## src/rtl/core/rfa_pkg.sv

```systemverilog
// shared types, constants and helpers for the register file alu
// no dependencies; imported by every module of the block but rfa_ram
package rfa_pkg;

    // register file size and derived address width
    localparam int NUM_REGISTERS = 8;
    localparam int ADDR_W        = $clog2(NUM_REGISTERS);

    // field widths fixed by the instruction format
    localparam int OP_W   = 3;
    localparam int IDX_W  = 3;
    localparam int DATA_W = 32;

    // divider runs one quotient bit per cycle
    localparam int DIV_STEPS = DATA_W;
    localparam int CNT_W     = $clog2(DIV_STEPS);

    typedef enum logic [OP_W-1:0] {
        OP_CMOV  = 3'd0,
        OP_ADD   = 3'd1,
        OP_MUL   = 3'd2,
        OP_DIV   = 3'd3,
        OP_NAND  = 3'd4,
        OP_LOADI = 3'd5
    } op_t;

    typedef struct packed {
        logic [OP_W-1:0]   op;
        logic [IDX_W-1:0]  dest_index;
        logic [IDX_W-1:0]  src_b_index;
        logic [IDX_W-1:0]  src_c_index;
        logic [DATA_W-1:0] immediate;
    } instr_t;

    typedef struct packed {
        logic              write_done;
        logic [IDX_W-1:0]  written_index;
        logic [DATA_W-1:0] written_value;
        logic              divide_by_zero;
    } result_t;

    typedef enum logic [2:0] {
        ST_IDLE,
        ST_FETCH,
        ST_EXEC,
        ST_DIVIDE,
        ST_FINISH
    } state_t;

    // controller to datapath
    typedef struct packed {
        logic load;
        logic read;
        logic exec;
        logic div_step;
        logic finish;
    } cmd_t;

    // datapath to controller
    typedef struct packed {
        logic is_div;
        logic divisor_zero;
        logic div_last;
    } status_t;

    // index lies inside the register file
    function automatic logic in_range(input logic [IDX_W-1:0] idx);
        return int'(idx) < NUM_REGISTERS;
    endfunction

endpackage

```

## src/rtl/core/rfa_ram.sv

```systemverilog
// generic ram: one write port, two read ports with registered read data
// no dependencies
module rfa_ram #(
    parameter int WIDTH = 32,
    parameter int DEPTH = 8,
    localparam int ADDR_W = $clog2(DEPTH)
) (
    input  logic              clk,
    input  logic              we,
    input  logic [ADDR_W-1:0] waddr,
    input  logic [WIDTH-1:0]  wdata,
    input  logic              re,
    input  logic [ADDR_W-1:0] raddr_a,
    input  logic [ADDR_W-1:0] raddr_b,
    output logic [WIDTH-1:0]  rdata_a,
    output logic [WIDTH-1:0]  rdata_b
);

    logic [WIDTH-1:0] mem [DEPTH];

    // write port
    always_ff @(posedge clk)
    begin
        if (we)
        begin
            mem[waddr] <= wdata;
        end
    end

    // registered read ports
    always_ff @(posedge clk)
    begin
        if (re)
        begin
            rdata_a <= mem[raddr_a];
            rdata_b <= mem[raddr_b];
        end
    end

endmodule

```

## src/rtl/core/rfa_ctrl.sv

```systemverilog
// controller state machine for the register file alu
// depends on rfa_pkg
module rfa_ctrl
    import rfa_pkg::*;
(
    input  logic    clk,
    input  logic    rst_n,
    input  logic    start,
    input  status_t status,
    output logic    busy,
    output cmd_t    cmd
);

    state_t state_reg;
    state_t state_next;

    // state register
    always_ff @(posedge clk or negedge rst_n)
    begin
        if (!rst_n)
        begin
            state_reg <= ST_IDLE;
        end
        else
        begin
            state_reg <= state_next;
        end
    end

    // next state
    always_comb
    begin
        state_next = state_reg;
        unique case (state_reg)
            ST_IDLE:
            begin
                if (start)
                begin
                    state_next = ST_FETCH;
                end
            end
            ST_FETCH:
            begin
                state_next = ST_EXEC;
            end
            ST_EXEC:
            begin
                if (status.is_div && !status.divisor_zero)
                begin
                    state_next = ST_DIVIDE;
                end
                else
                begin
                    state_next = ST_FINISH;
                end
            end
            ST_DIVIDE:
            begin
                if (status.div_last)
                begin
                    state_next = ST_FINISH;
                end
            end
            ST_FINISH:
            begin
                state_next = ST_IDLE;
            end
            default:
            begin
                state_next = ST_IDLE;
            end
        endcase
    end

    // command outputs
    always_comb
    begin
        cmd  = '0;
        busy = 1'b1;
        unique case (state_reg)
            ST_IDLE:
            begin
                busy     = 1'b0;
                cmd.load = start;
            end
            ST_FETCH:
            begin
                cmd.read = 1'b1;
            end
            ST_EXEC:
            begin
                cmd.exec = 1'b1;
            end
            ST_DIVIDE:
            begin
                cmd.div_step = 1'b1;
            end
            ST_FINISH:
            begin
                cmd.finish = 1'b1;
            end
            default:
            begin
                busy = 1'b1;
            end
        endcase
    end

endmodule

```

## src/rtl/core/rfa_datapath.sv

```systemverilog
// datapath: register file, operand capture, alu, serial divider, result register
// depends on rfa_pkg and rfa_ram
module rfa_datapath
    import rfa_pkg::*;
(
    input  logic    clk,
    input  logic    rst_n,
    input  instr_t  instr,
    input  cmd_t    cmd,
    output status_t status,
    output logic    done,
    output result_t result
);

    instr_t              instr_reg;
    logic                b_ok_reg;
    logic                c_ok_reg;
    logic [DATA_W-1:0]   alu_reg;
    logic                wr_reg;
    logic                dz_reg;
    logic [DATA_W-1:0]   quot_reg;
    logic [DATA_W-1:0]   rem_reg;
    logic [DATA_W-1:0]   div_reg;
    logic [CNT_W-1:0]    cnt_reg;
    logic [NUM_REGISTERS-1:0] valid_reg;
    logic                done_reg;
    result_t             result_reg;

    logic [ADDR_W-1:0]   addr_a;
    logic [ADDR_W-1:0]   addr_b;
    logic [ADDR_W-1:0]   addr_c;
    logic [DATA_W-1:0]   rdata_b;
    logic [DATA_W-1:0]   rdata_c;
    logic [DATA_W-1:0]   rb;
    logic [DATA_W-1:0]   rc;
    logic [DATA_W-1:0]   alu_value;
    logic                alu_wr;
    logic                alu_dz;
    logic [DATA_W-1:0]   final_value;
    logic                ram_we;
    logic [DATA_W:0]     rem_shift;
    logic                rem_ge;

    assign addr_a = ADDR_W'(instr_reg.dest_index);
    assign addr_b = ADDR_W'(instr_reg.src_b_index);
    assign addr_c = ADDR_W'(instr_reg.src_c_index);

    // register file storage
    rfa_ram #(
        .WIDTH (DATA_W),
        .DEPTH (NUM_REGISTERS)
    ) u_ram (
        .clk     (clk),
        .we      (ram_we),
        .waddr   (addr_a),
        .wdata   (final_value),
        .re      (cmd.read),
        .raddr_a (addr_b),
        .raddr_b (addr_c),
        .rdata_a (rdata_b),
        .rdata_b (rdata_c)
    );

    // instruction capture on accept
    always_ff @(posedge clk)
    begin
        if (cmd.load)
        begin
            instr_reg <= instr;
        end
    end

    // operand qualifiers: out of range or never written reads as zero
    always_ff @(posedge clk)
    begin
        if (cmd.read)
        begin
            b_ok_reg <= in_range(instr_reg.src_b_index) && valid_reg[addr_b];
            c_ok_reg <= in_range(instr_reg.src_c_index) && valid_reg[addr_c];
        end
    end

    assign rb = b_ok_reg ? rdata_b : '0;
    assign rc = c_ok_reg ? rdata_c : '0;

    // alu for the non-divide ops, plus the divide write and zero-divisor flags
    always_comb
    begin
        alu_value = '0;
        alu_wr    = 1'b0;
        alu_dz    = 1'b0;
        unique case (op_t'(instr_reg.op))
            OP_CMOV:
            begin
                alu_wr    = (rc != '0);
                alu_value = rb;
            end
            OP_ADD:
            begin
                alu_wr    = 1'b1;
                alu_value = rb + rc;
            end
            OP_MUL:
            begin
                alu_wr    = 1'b1;
                alu_value = rb * rc;
            end
            OP_DIV:
            begin
                alu_wr = (rc != '0);
                alu_dz = (rc == '0);
            end
            OP_NAND:
            begin
                alu_wr    = 1'b1;
                alu_value = ~(rb & rc);
            end
            OP_LOADI:
            begin
                alu_wr    = 1'b1;
                alu_value = instr_reg.immediate;
            end
            default:
            begin
                alu_wr = 1'b0;
            end
        endcase
    end

    // execute stage registers
    always_ff @(posedge clk)
    begin
        if (cmd.exec)
        begin
            alu_reg <= alu_value;
            wr_reg  <= alu_wr && in_range(instr_reg.dest_index);
            dz_reg  <= alu_dz;
        end
    end

    // restoring divider step
    assign rem_shift = {rem_reg, quot_reg[DATA_W-1]};
    assign rem_ge    = (rem_shift >= {1'b0, div_reg});

    always_ff @(posedge clk)
    begin
        if (cmd.exec)
        begin
            quot_reg <= rb;
            rem_reg  <= '0;
            div_reg  <= rc;
        end
        else if (cmd.div_step)
        begin
            quot_reg <= {quot_reg[DATA_W-2:0], rem_ge};
            rem_reg  <= rem_ge ? DATA_W'(rem_shift - {1'b0, div_reg})
                               : rem_shift[DATA_W-1:0];
        end
    end

    // divide step counter
    always_ff @(posedge clk or negedge rst_n)
    begin
        if (!rst_n)
        begin
            cnt_reg <= '0;
        end
        else if (cmd.exec)
        begin
            cnt_reg <= '0;
        end
        else if (cmd.div_step)
        begin
            cnt_reg <= cnt_reg + 1'b1;
        end
    end

    assign status.is_div       = (op_t'(instr_reg.op) == OP_DIV);
    assign status.divisor_zero = (rc == '0);
    assign status.div_last     = (cnt_reg == CNT_W'(DIV_STEPS - 1));

    // write back
    assign final_value = status.is_div ? quot_reg : alu_reg;
    assign ram_we      = cmd.finish && wr_reg;

    // per-entry valid bits stand in for the cleared register file
    always_ff @(posedge clk or negedge rst_n)
    begin
        if (!rst_n)
        begin
            valid_reg <= '0;
        end
        else if (ram_we)
        begin
            valid_reg[addr_a] <= 1'b1;
        end
    end

    // result strobe
    always_ff @(posedge clk or negedge rst_n)
    begin
        if (!rst_n)
        begin
            done_reg <= 1'b0;
        end
        else
        begin
            done_reg <= cmd.finish;
        end
    end

    // result payload
    always_ff @(posedge clk)
    begin
        if (cmd.finish)
        begin
            result_reg.write_done     <= wr_reg;
            result_reg.written_index  <= wr_reg ? instr_reg.dest_index : '0;
            result_reg.written_value  <= wr_reg ? final_value : '0;
            result_reg.divide_by_zero <= dz_reg;
        end
    end

    assign done   = done_reg;
    assign result = result_reg;

endmodule

```

## src/rtl/core/register_file_alu.sv

```systemverilog
// register file alu: eight 32-bit registers with cmov/add/mul/div/nand/loadi
// an instruction steps through fetch, execute and finish; a divide with a nonzero divisor adds the serial divide state
// between execute and finish; a new instruction is taken only while idle, and busy is high in every other state
// results are strobed on done for one cycle; the receiver cannot stall
// reset clears every register at once through per-entry valid bits, no clearing pass
// depends on rfa_pkg, rfa_ctrl, rfa_datapath
module register_file_alu
    import rfa_pkg::*;
(
    input  logic    clk,
    input  logic    rst_n,
    input  logic    start,
    output logic    busy,
    input  instr_t  instr,
    output logic    done,
    output result_t result
);

    cmd_t    cmd;
    status_t status;

    // control
    rfa_ctrl u_ctrl (
        .clk    (clk),
        .rst_n  (rst_n),
        .start  (start),
        .status (status),
        .busy   (busy),
        .cmd    (cmd)
    );

    // datapath
    rfa_datapath u_datapath (
        .clk    (clk),
        .rst_n  (rst_n),
        .instr  (instr),
        .cmd    (cmd),
        .status (status),
        .done   (done),
        .result (result)
    );

endmodule

```

## config.mk

```make
export PLATFORM = sky130hd
export DESIGN_NAME = register_file_alu
export DESIGN_NICKNAME = d
export VERILOG_FILES = /design/src/rtl/core/rfa_pkg.sv /design/src/rtl/core/rfa_ram.sv /design/src/rtl/core/rfa_ctrl.sv /design/src/rtl/core/rfa_datapath.sv /design/src/rtl/core/register_file_alu.sv
export SDC_FILE = /design/constraint.sdc
export NUM_CORES = 2
export LEC_CHECK = 0
export ABC_AREA = 1
export BUFFER_PORTS_ARGS = -buffer_cell sky130_fd_sc_hd__buf_2
export CAP_MARGIN = 20
export CORE_ASPECT_RATIO = 1.75
export CORE_MARGIN = 10
export CORE_UTILIZATION = 30
export DETAILED_ROUTE_END_ITERATION = 16
export PLACE_DENSITY_LB_ADDON = 0.2
export SETUP_SLACK_MARGIN = 0.2
export SLEW_MARGIN = 10
export SYNTH_ARGS = -nofsm -noshare
export SYNTH_HDL_FRONTEND = slang
export SYNTH_SLANG_ARGS = --single-unit
```

## constraint.sdc

```tcl
create_clock -name clk -period 13.2 [get_ports clk]
set_input_delay 1.98 -clock clk [delete_from_list [all_inputs] [get_ports clk]]
set_output_delay 1.98 -clock clk [all_outputs]
set_load 0.02 [all_outputs]
```

# Word-level counts from Yosys, hierarchy flattened
# Memories as Yosys holds them, arrays and structs flattened. A register that Yosys moved wholly into a read port is not among the register bits.
# Cells that the tools add are included.
# classes
n_addsub	3
mul	1
n_lt_le_gt_ge	5
eq_ne	12
muxes	28
bitwise_logic	3
reduce_logical	12
# op_table
op	count
$mux W32	6
$pmux W32 S5	1
$ge A33 B32 Y1	1
$add A32 B32 Y32	1
$and A32 B32 Y32	1
$logic_not A32 Y1	1
$mul A32 B32 Y32	1
$not A32 Y32	1
$reduce_bool A32 Y1	1
$sub A32 B32 Y32	1
$eq A3 B2 Y1 const B	4
$lt A3 B4 Y1 const B	3
$pmux W3 S4	1
$mux W1	11
$mux W5	2
$eq A3 B3 Y1 const B	3
$mux W3	3
$or A8 B8 Y8	1
$bmux W1 S3	2
$eq A3 B1 Y1 const B	2
$logic_not A3 Y1	2
$add A5 B1 Y5 const B	1
$eq A5 B5 Y1 const B	1
$ne A2 B2 Y1 const B	2
9 further kinds	11
# totals
regBits	230
mem_bits_rw	256
in_bits	47
wordCells	86
n_memories	1
# memory_table
memory	words	word_bits	rd	rd_clocked_by_memory_dff	wr	line_no	text
u_datapath.u_ram.mem	8	32	2	2	1	rfa_ram.sv:19	logic [WIDTH-1:0] mem [DEPTH];

# Longest topological paths before layout
# logic_depth
ltp_word	6
mapped_depth	36
ltp_nobuf	34

# By module
# A second synthesis with hierarchy kept.
# hier_totals
hier_cells	5341
hier_area_um2	44649.1
# by_module_without_submodules
module	instances	cells_each	area_each_um2	seq_area_each_um2
rfa_datapath	1	3529	28783.9	6426.2
rfa_ram	1	1783	15675.0	9609.2
rfa_ctrl	1	29	190.2	75.1

# Worst setup path after synthesis
# Ideal clock, no wire load.
# synth_timing
path_type	register -> register
startpoint	register u_datapath.c_ok_reg
endpoint	register u_datapath.alu_reg[26] (data pin)
setup_time_ns	0.264
arrival_ns	6.828
required_time_ns	12.936
setup_slack_ns	6.109
path_stages_with_launch	29
n_path_buf	3
period_less_slack_ns	7.091
path_cell_list	edfxtp_1 buf_4 nand2_1 clkbuf_1 inv_1 clkbuf_1 ha_1 inv_1 fa_1 fa_1 inv_1 fa_1 inv_1 fa_1 inv_1 fa_1 fa_1 fa_1 fa_1 ha_1 nand4_1 nor3_1 nand4_1 nand3_1 a21o_1 a21oi_1 or2_2 nand3_1 nand3_1
# synth_lines
item	line_no	text
start: declaration	rfa_datapath.sv:17	logic c_ok_reg;
start signal: assignment	rfa_datapath.sv:79	c_ok_reg <= in_range(instr_reg.src_c_index) && valid_reg[addr_c];
$mux W32 (*)	rfa_datapath.sv:84	assign rc = c_ok_reg ? rdata_c : '0;
via u_datapath.rc[9]	rfa_datapath.sv:35	logic [DATA_W-1:0] rc;
$mul A32 B32 Y32 / $add A32 B32 Y32 (equally long branches)	rfa_datapath.sv:106, rfa_datapath.sv:101	
$pmux W32 S5 (*)	rfa_datapath.sv:92	unique case (op_t'(instr_reg.op))
via u_datapath.alu_value[26]	rfa_datapath.sv:36	logic [DATA_W-1:0] alu_value;
end signal: assignment	rfa_datapath.sv:135	alu_reg <= alu_value;
end: declaration	rfa_datapath.sv:18	logic [DATA_W-1:0] alu_reg;
# Mark *: on every way through the listed nets, which the timed path passes. The rest lies on a longest branch.
# A chain may end at the register's enable or synchronous reset.

# Worst setup path after layout
# layout_timing
startpoint	register u_datapath.b_ok_reg
endpoint	register u_datapath.alu_reg[27] (data pin)
# layout_between
elab_chain_len	4
# layout_lines
item	line_no	text
start: declaration	rfa_datapath.sv:16	logic b_ok_reg;
start signal: assignment	rfa_datapath.sv:78	b_ok_reg <= in_range(instr_reg.src_b_index) && valid_reg[addr_b];
$mux W32 (*)	rfa_datapath.sv:83	assign rb = b_ok_reg ? rdata_b : '0;
branches (longest 2 deep; another with $mul A32 B32 Y32)	--	
$pmux W32 S5 (*)	rfa_datapath.sv:92	
via u_datapath.alu_value[27]	rfa_datapath.sv:36	
# Mark *: on every way through the listed nets, which the timed path passes.

==> flow_metrics.py <==
metrics = {
    "outcome": {
        "outcome": "completed",
    },
    "layout": {
        "final_common_cell": "nand2_1",
        "area_growth_pct": 10.9,
        "drive_above_1_share_pct": 8.01,
        "fin_nets": 5495,
        "largest_reg_flops": 256,
        "final_cell_mix": "776 x nand2_1, 768 x inv_1, 525 x nor2_1",
    },
    "critical_path": {
        "worstPathBufferInverterCount": 4,
        "cp.required_ps": 13620,
        "cp_num_cells": 22,
        "rr_worst_depth": 22,
        "critPathTopFamily": "adder cells",
        "cp_data_arrival_time_ps": 10530,
        "cpMaxStageDelayCell": "nand2_1",
        "cp_cell_sequence": "buf_4, nand2_1, clkinv_1, ha_1, fa_1, fa_1, inv_1, fa_1, fa_1, inv_1, fa_1, fa_1, fa_1, fa_1, ha_1, nand2_1, nor3_1, nand4_1, nand3_1, a21oi_1, o21ai_0, nand3_1",
        "reg2reg_from": "u_datapath.b_ok_reg",
        "crit_start": "u_datapath.b_ok_reg",
        "cpMostUsedCell": "fa_1",
        "worstSetupPathType": "reg -> reg",
        "cp_slowest_stage_delay_ps": 840,
        "path_max_fanout": 31,
        "crit_path_start_kind": "flip-flop",
        "cp-end-kind": "flip-flop",
    },
    "clock_network": {
        "htree_levels": 2,
        "cts_buffer_depth": 3,
        "clk_pin_slew_ps": 70,
        "cts_setup_buffers": 0,
        "cts_tree": "built",
        "cts_root_buf": "clkbuf_16",
        "cts_sinks": 550,
        "cts_made_buffers": 56,
        "clk_latency_ps": 700,
        "cts-resized-gates": 0,
        "cts_hold_buf": 0,
    },
    "timing": {
        "final.period_utilization_pct": 76.6,
        "clock_skew_ps": 69.5,
        "max_slew_margin_pct": 30.9,
        "min_period_ps": 10110,
        "tns_ps": 0,
        "finalMaxSlewViolations": 0,
        "rsz0062_at_grt": "no",
        "max_freq_mhz": 98.9,
        "tightestPinTransition_ps": 1030,
        "setup_viol": 0,
        "hold_viol_final": 0,
    },
    "synthesis": {
        "ys_ff_latch": 550,
        "synth_area_leader_cell": "edfxtp_1",
        "synth-main-ff-cell": "edfxtp_1",
        "synth_area_leaders": "edfxtp_1 35%, fa_1 19%, nand2_1 6.8%",
        "ys.warnings.count": 0,
        "synth_edf_count": 501,
        "synth_top_area_share_pct": 34.9,
        "syn_nets": 5472,
        "synth_seq_area_share_pct": 37.3,
        "post_synth.cell_area_avg_sq_um": 8.94,
        "synth_cell_type_count": 54,
        "async_flop_share_pct": 3.09,
        "synthCells": 4826,
        "netlist_area_sq_um": 43200,
    },
    "floorplanning": {
        "rows": 184,
        "die_w_um": 307,
        "initial_core_util_pct": 30.1,
        "ios": 86,
        "die_area_sq_um": 160000,
        "core_area_sq_um": 143000,
        "die_height_um": 522,
    },
    "placement": {
        "gp_congestion": 1.04,
        "port_buffers": 85,
        "dp_hpwl_um": 132000,
    },
    "global_route": {
        "grt_pass1_vias": 37318,
        "grt_first_pass_wirelength_um": 253000,
        "grt_max_degree": 89,
        "grt.total_usage_pct": 21.6,
        "antenna_found_initial": 6,
        "grt_overflow": 0,
    },
    "drt": {
        "drc": 0,
        "avgRoutedWirePerCell_um": 25.9,
        "routed_via_density": 5.19,
        "ant_nets": 0,
        "initialDrtViolationCount": 2367,
        "dr.pass1.iters": 5,
        "num_vias": 35061,
        "wl_um": 175000,
    },
    "worst_hold_path": {
        "min_path_type": "reg -> reg",
        "hold_path_depth": 0,
        "hold_start": "u_datapath.dz_reg",
    },
    "flow_run": {
        "drv_cap": 0,
    },
}
cell families (layout without fill, tap and decap cells):
family | count (synthesis) | after routing | synth area share [%]
AND/OR/NAND/NOR | 1578 | 1578 | 15.0
AO/OA/AOI/OAI | 1036 | 1036 | 13.3
flip-flops | 550 | 550 | 37.3
other | 0 | 1 | 0
adder cells (fa/ha/maj) | 599 | 599 | 24.5
buffers and inverters | 1020 | 1090 | 9.00
XOR/XNOR | 43 | 43 | 0.873
cells in the mapped netlist (32+ instances only):
cell type  number
clkbuf_1      182
fa_1          410
nand3_1       115
o21ai_0       480
nor2_1        537
edfxtp_1      501
o211ai_1       79
a31oi_1        93
nand2_1       777
inv_1         769
or2_2          49
dfxtp_1        32
ha_1          189
a21oi_1       282
stage by stage:
stage	utilization (%)	area (sq um)	hold WS [ps]	setup slack [ps]	cells
3_5_place_dp	32.0	45800	457	3290	6650
6_report	33.4	47900	451	3090	6757
2_1_floorplan	-	43200	400	6110	4826
3_3_place_gp	32.0	45800	460	2980	6649
5_1_grt	33.4	47900	467	3170	6757
4_1_cts	33.4	47800	464	3260	6755
area by class of cell:
type / count / area [sq um]
antenna: 1 / 2.50
clock buffer: 62 / 1450
clock inverter: 43 / 546
fill: 14908 / 95300
inverter: 812 / 3050
multi-input combinational: 3256 / 23300
sequential: 550 / 16100
tap: 1860 / 2330
timing repair buffer: 173 / 1110
final timing paths:
kind / end / slack (ps)
worst min register to register: u_datapath.result[0] / 450
worst max-delay path: u_datapath.alu_reg[27] / 3090
worst min-delay path: u_datapath.result[0] / 450
min in group asynchronous: u_datapath.valid_reg[1] / 1230
worst max register to register: u_datapath.alu_reg[27] / 3090
max in group asynchronous: u_datapath.cnt_reg[0] / 11640
metal layers:
metal	wire [um]	share of wire (%)	track usage [%]	vias up
met3	7640	4.4	2.86	549
li1	-	-	-	15808
met4	14800	8.5	15.5	8
met5	56	0.032	0	-
met1	61300	35	21.9	17497
met2	91000	52	40.3	1199
Power is not shown: default switching activity piles up to over one toggle a cycle in this logic, so the estimate is an artifact.
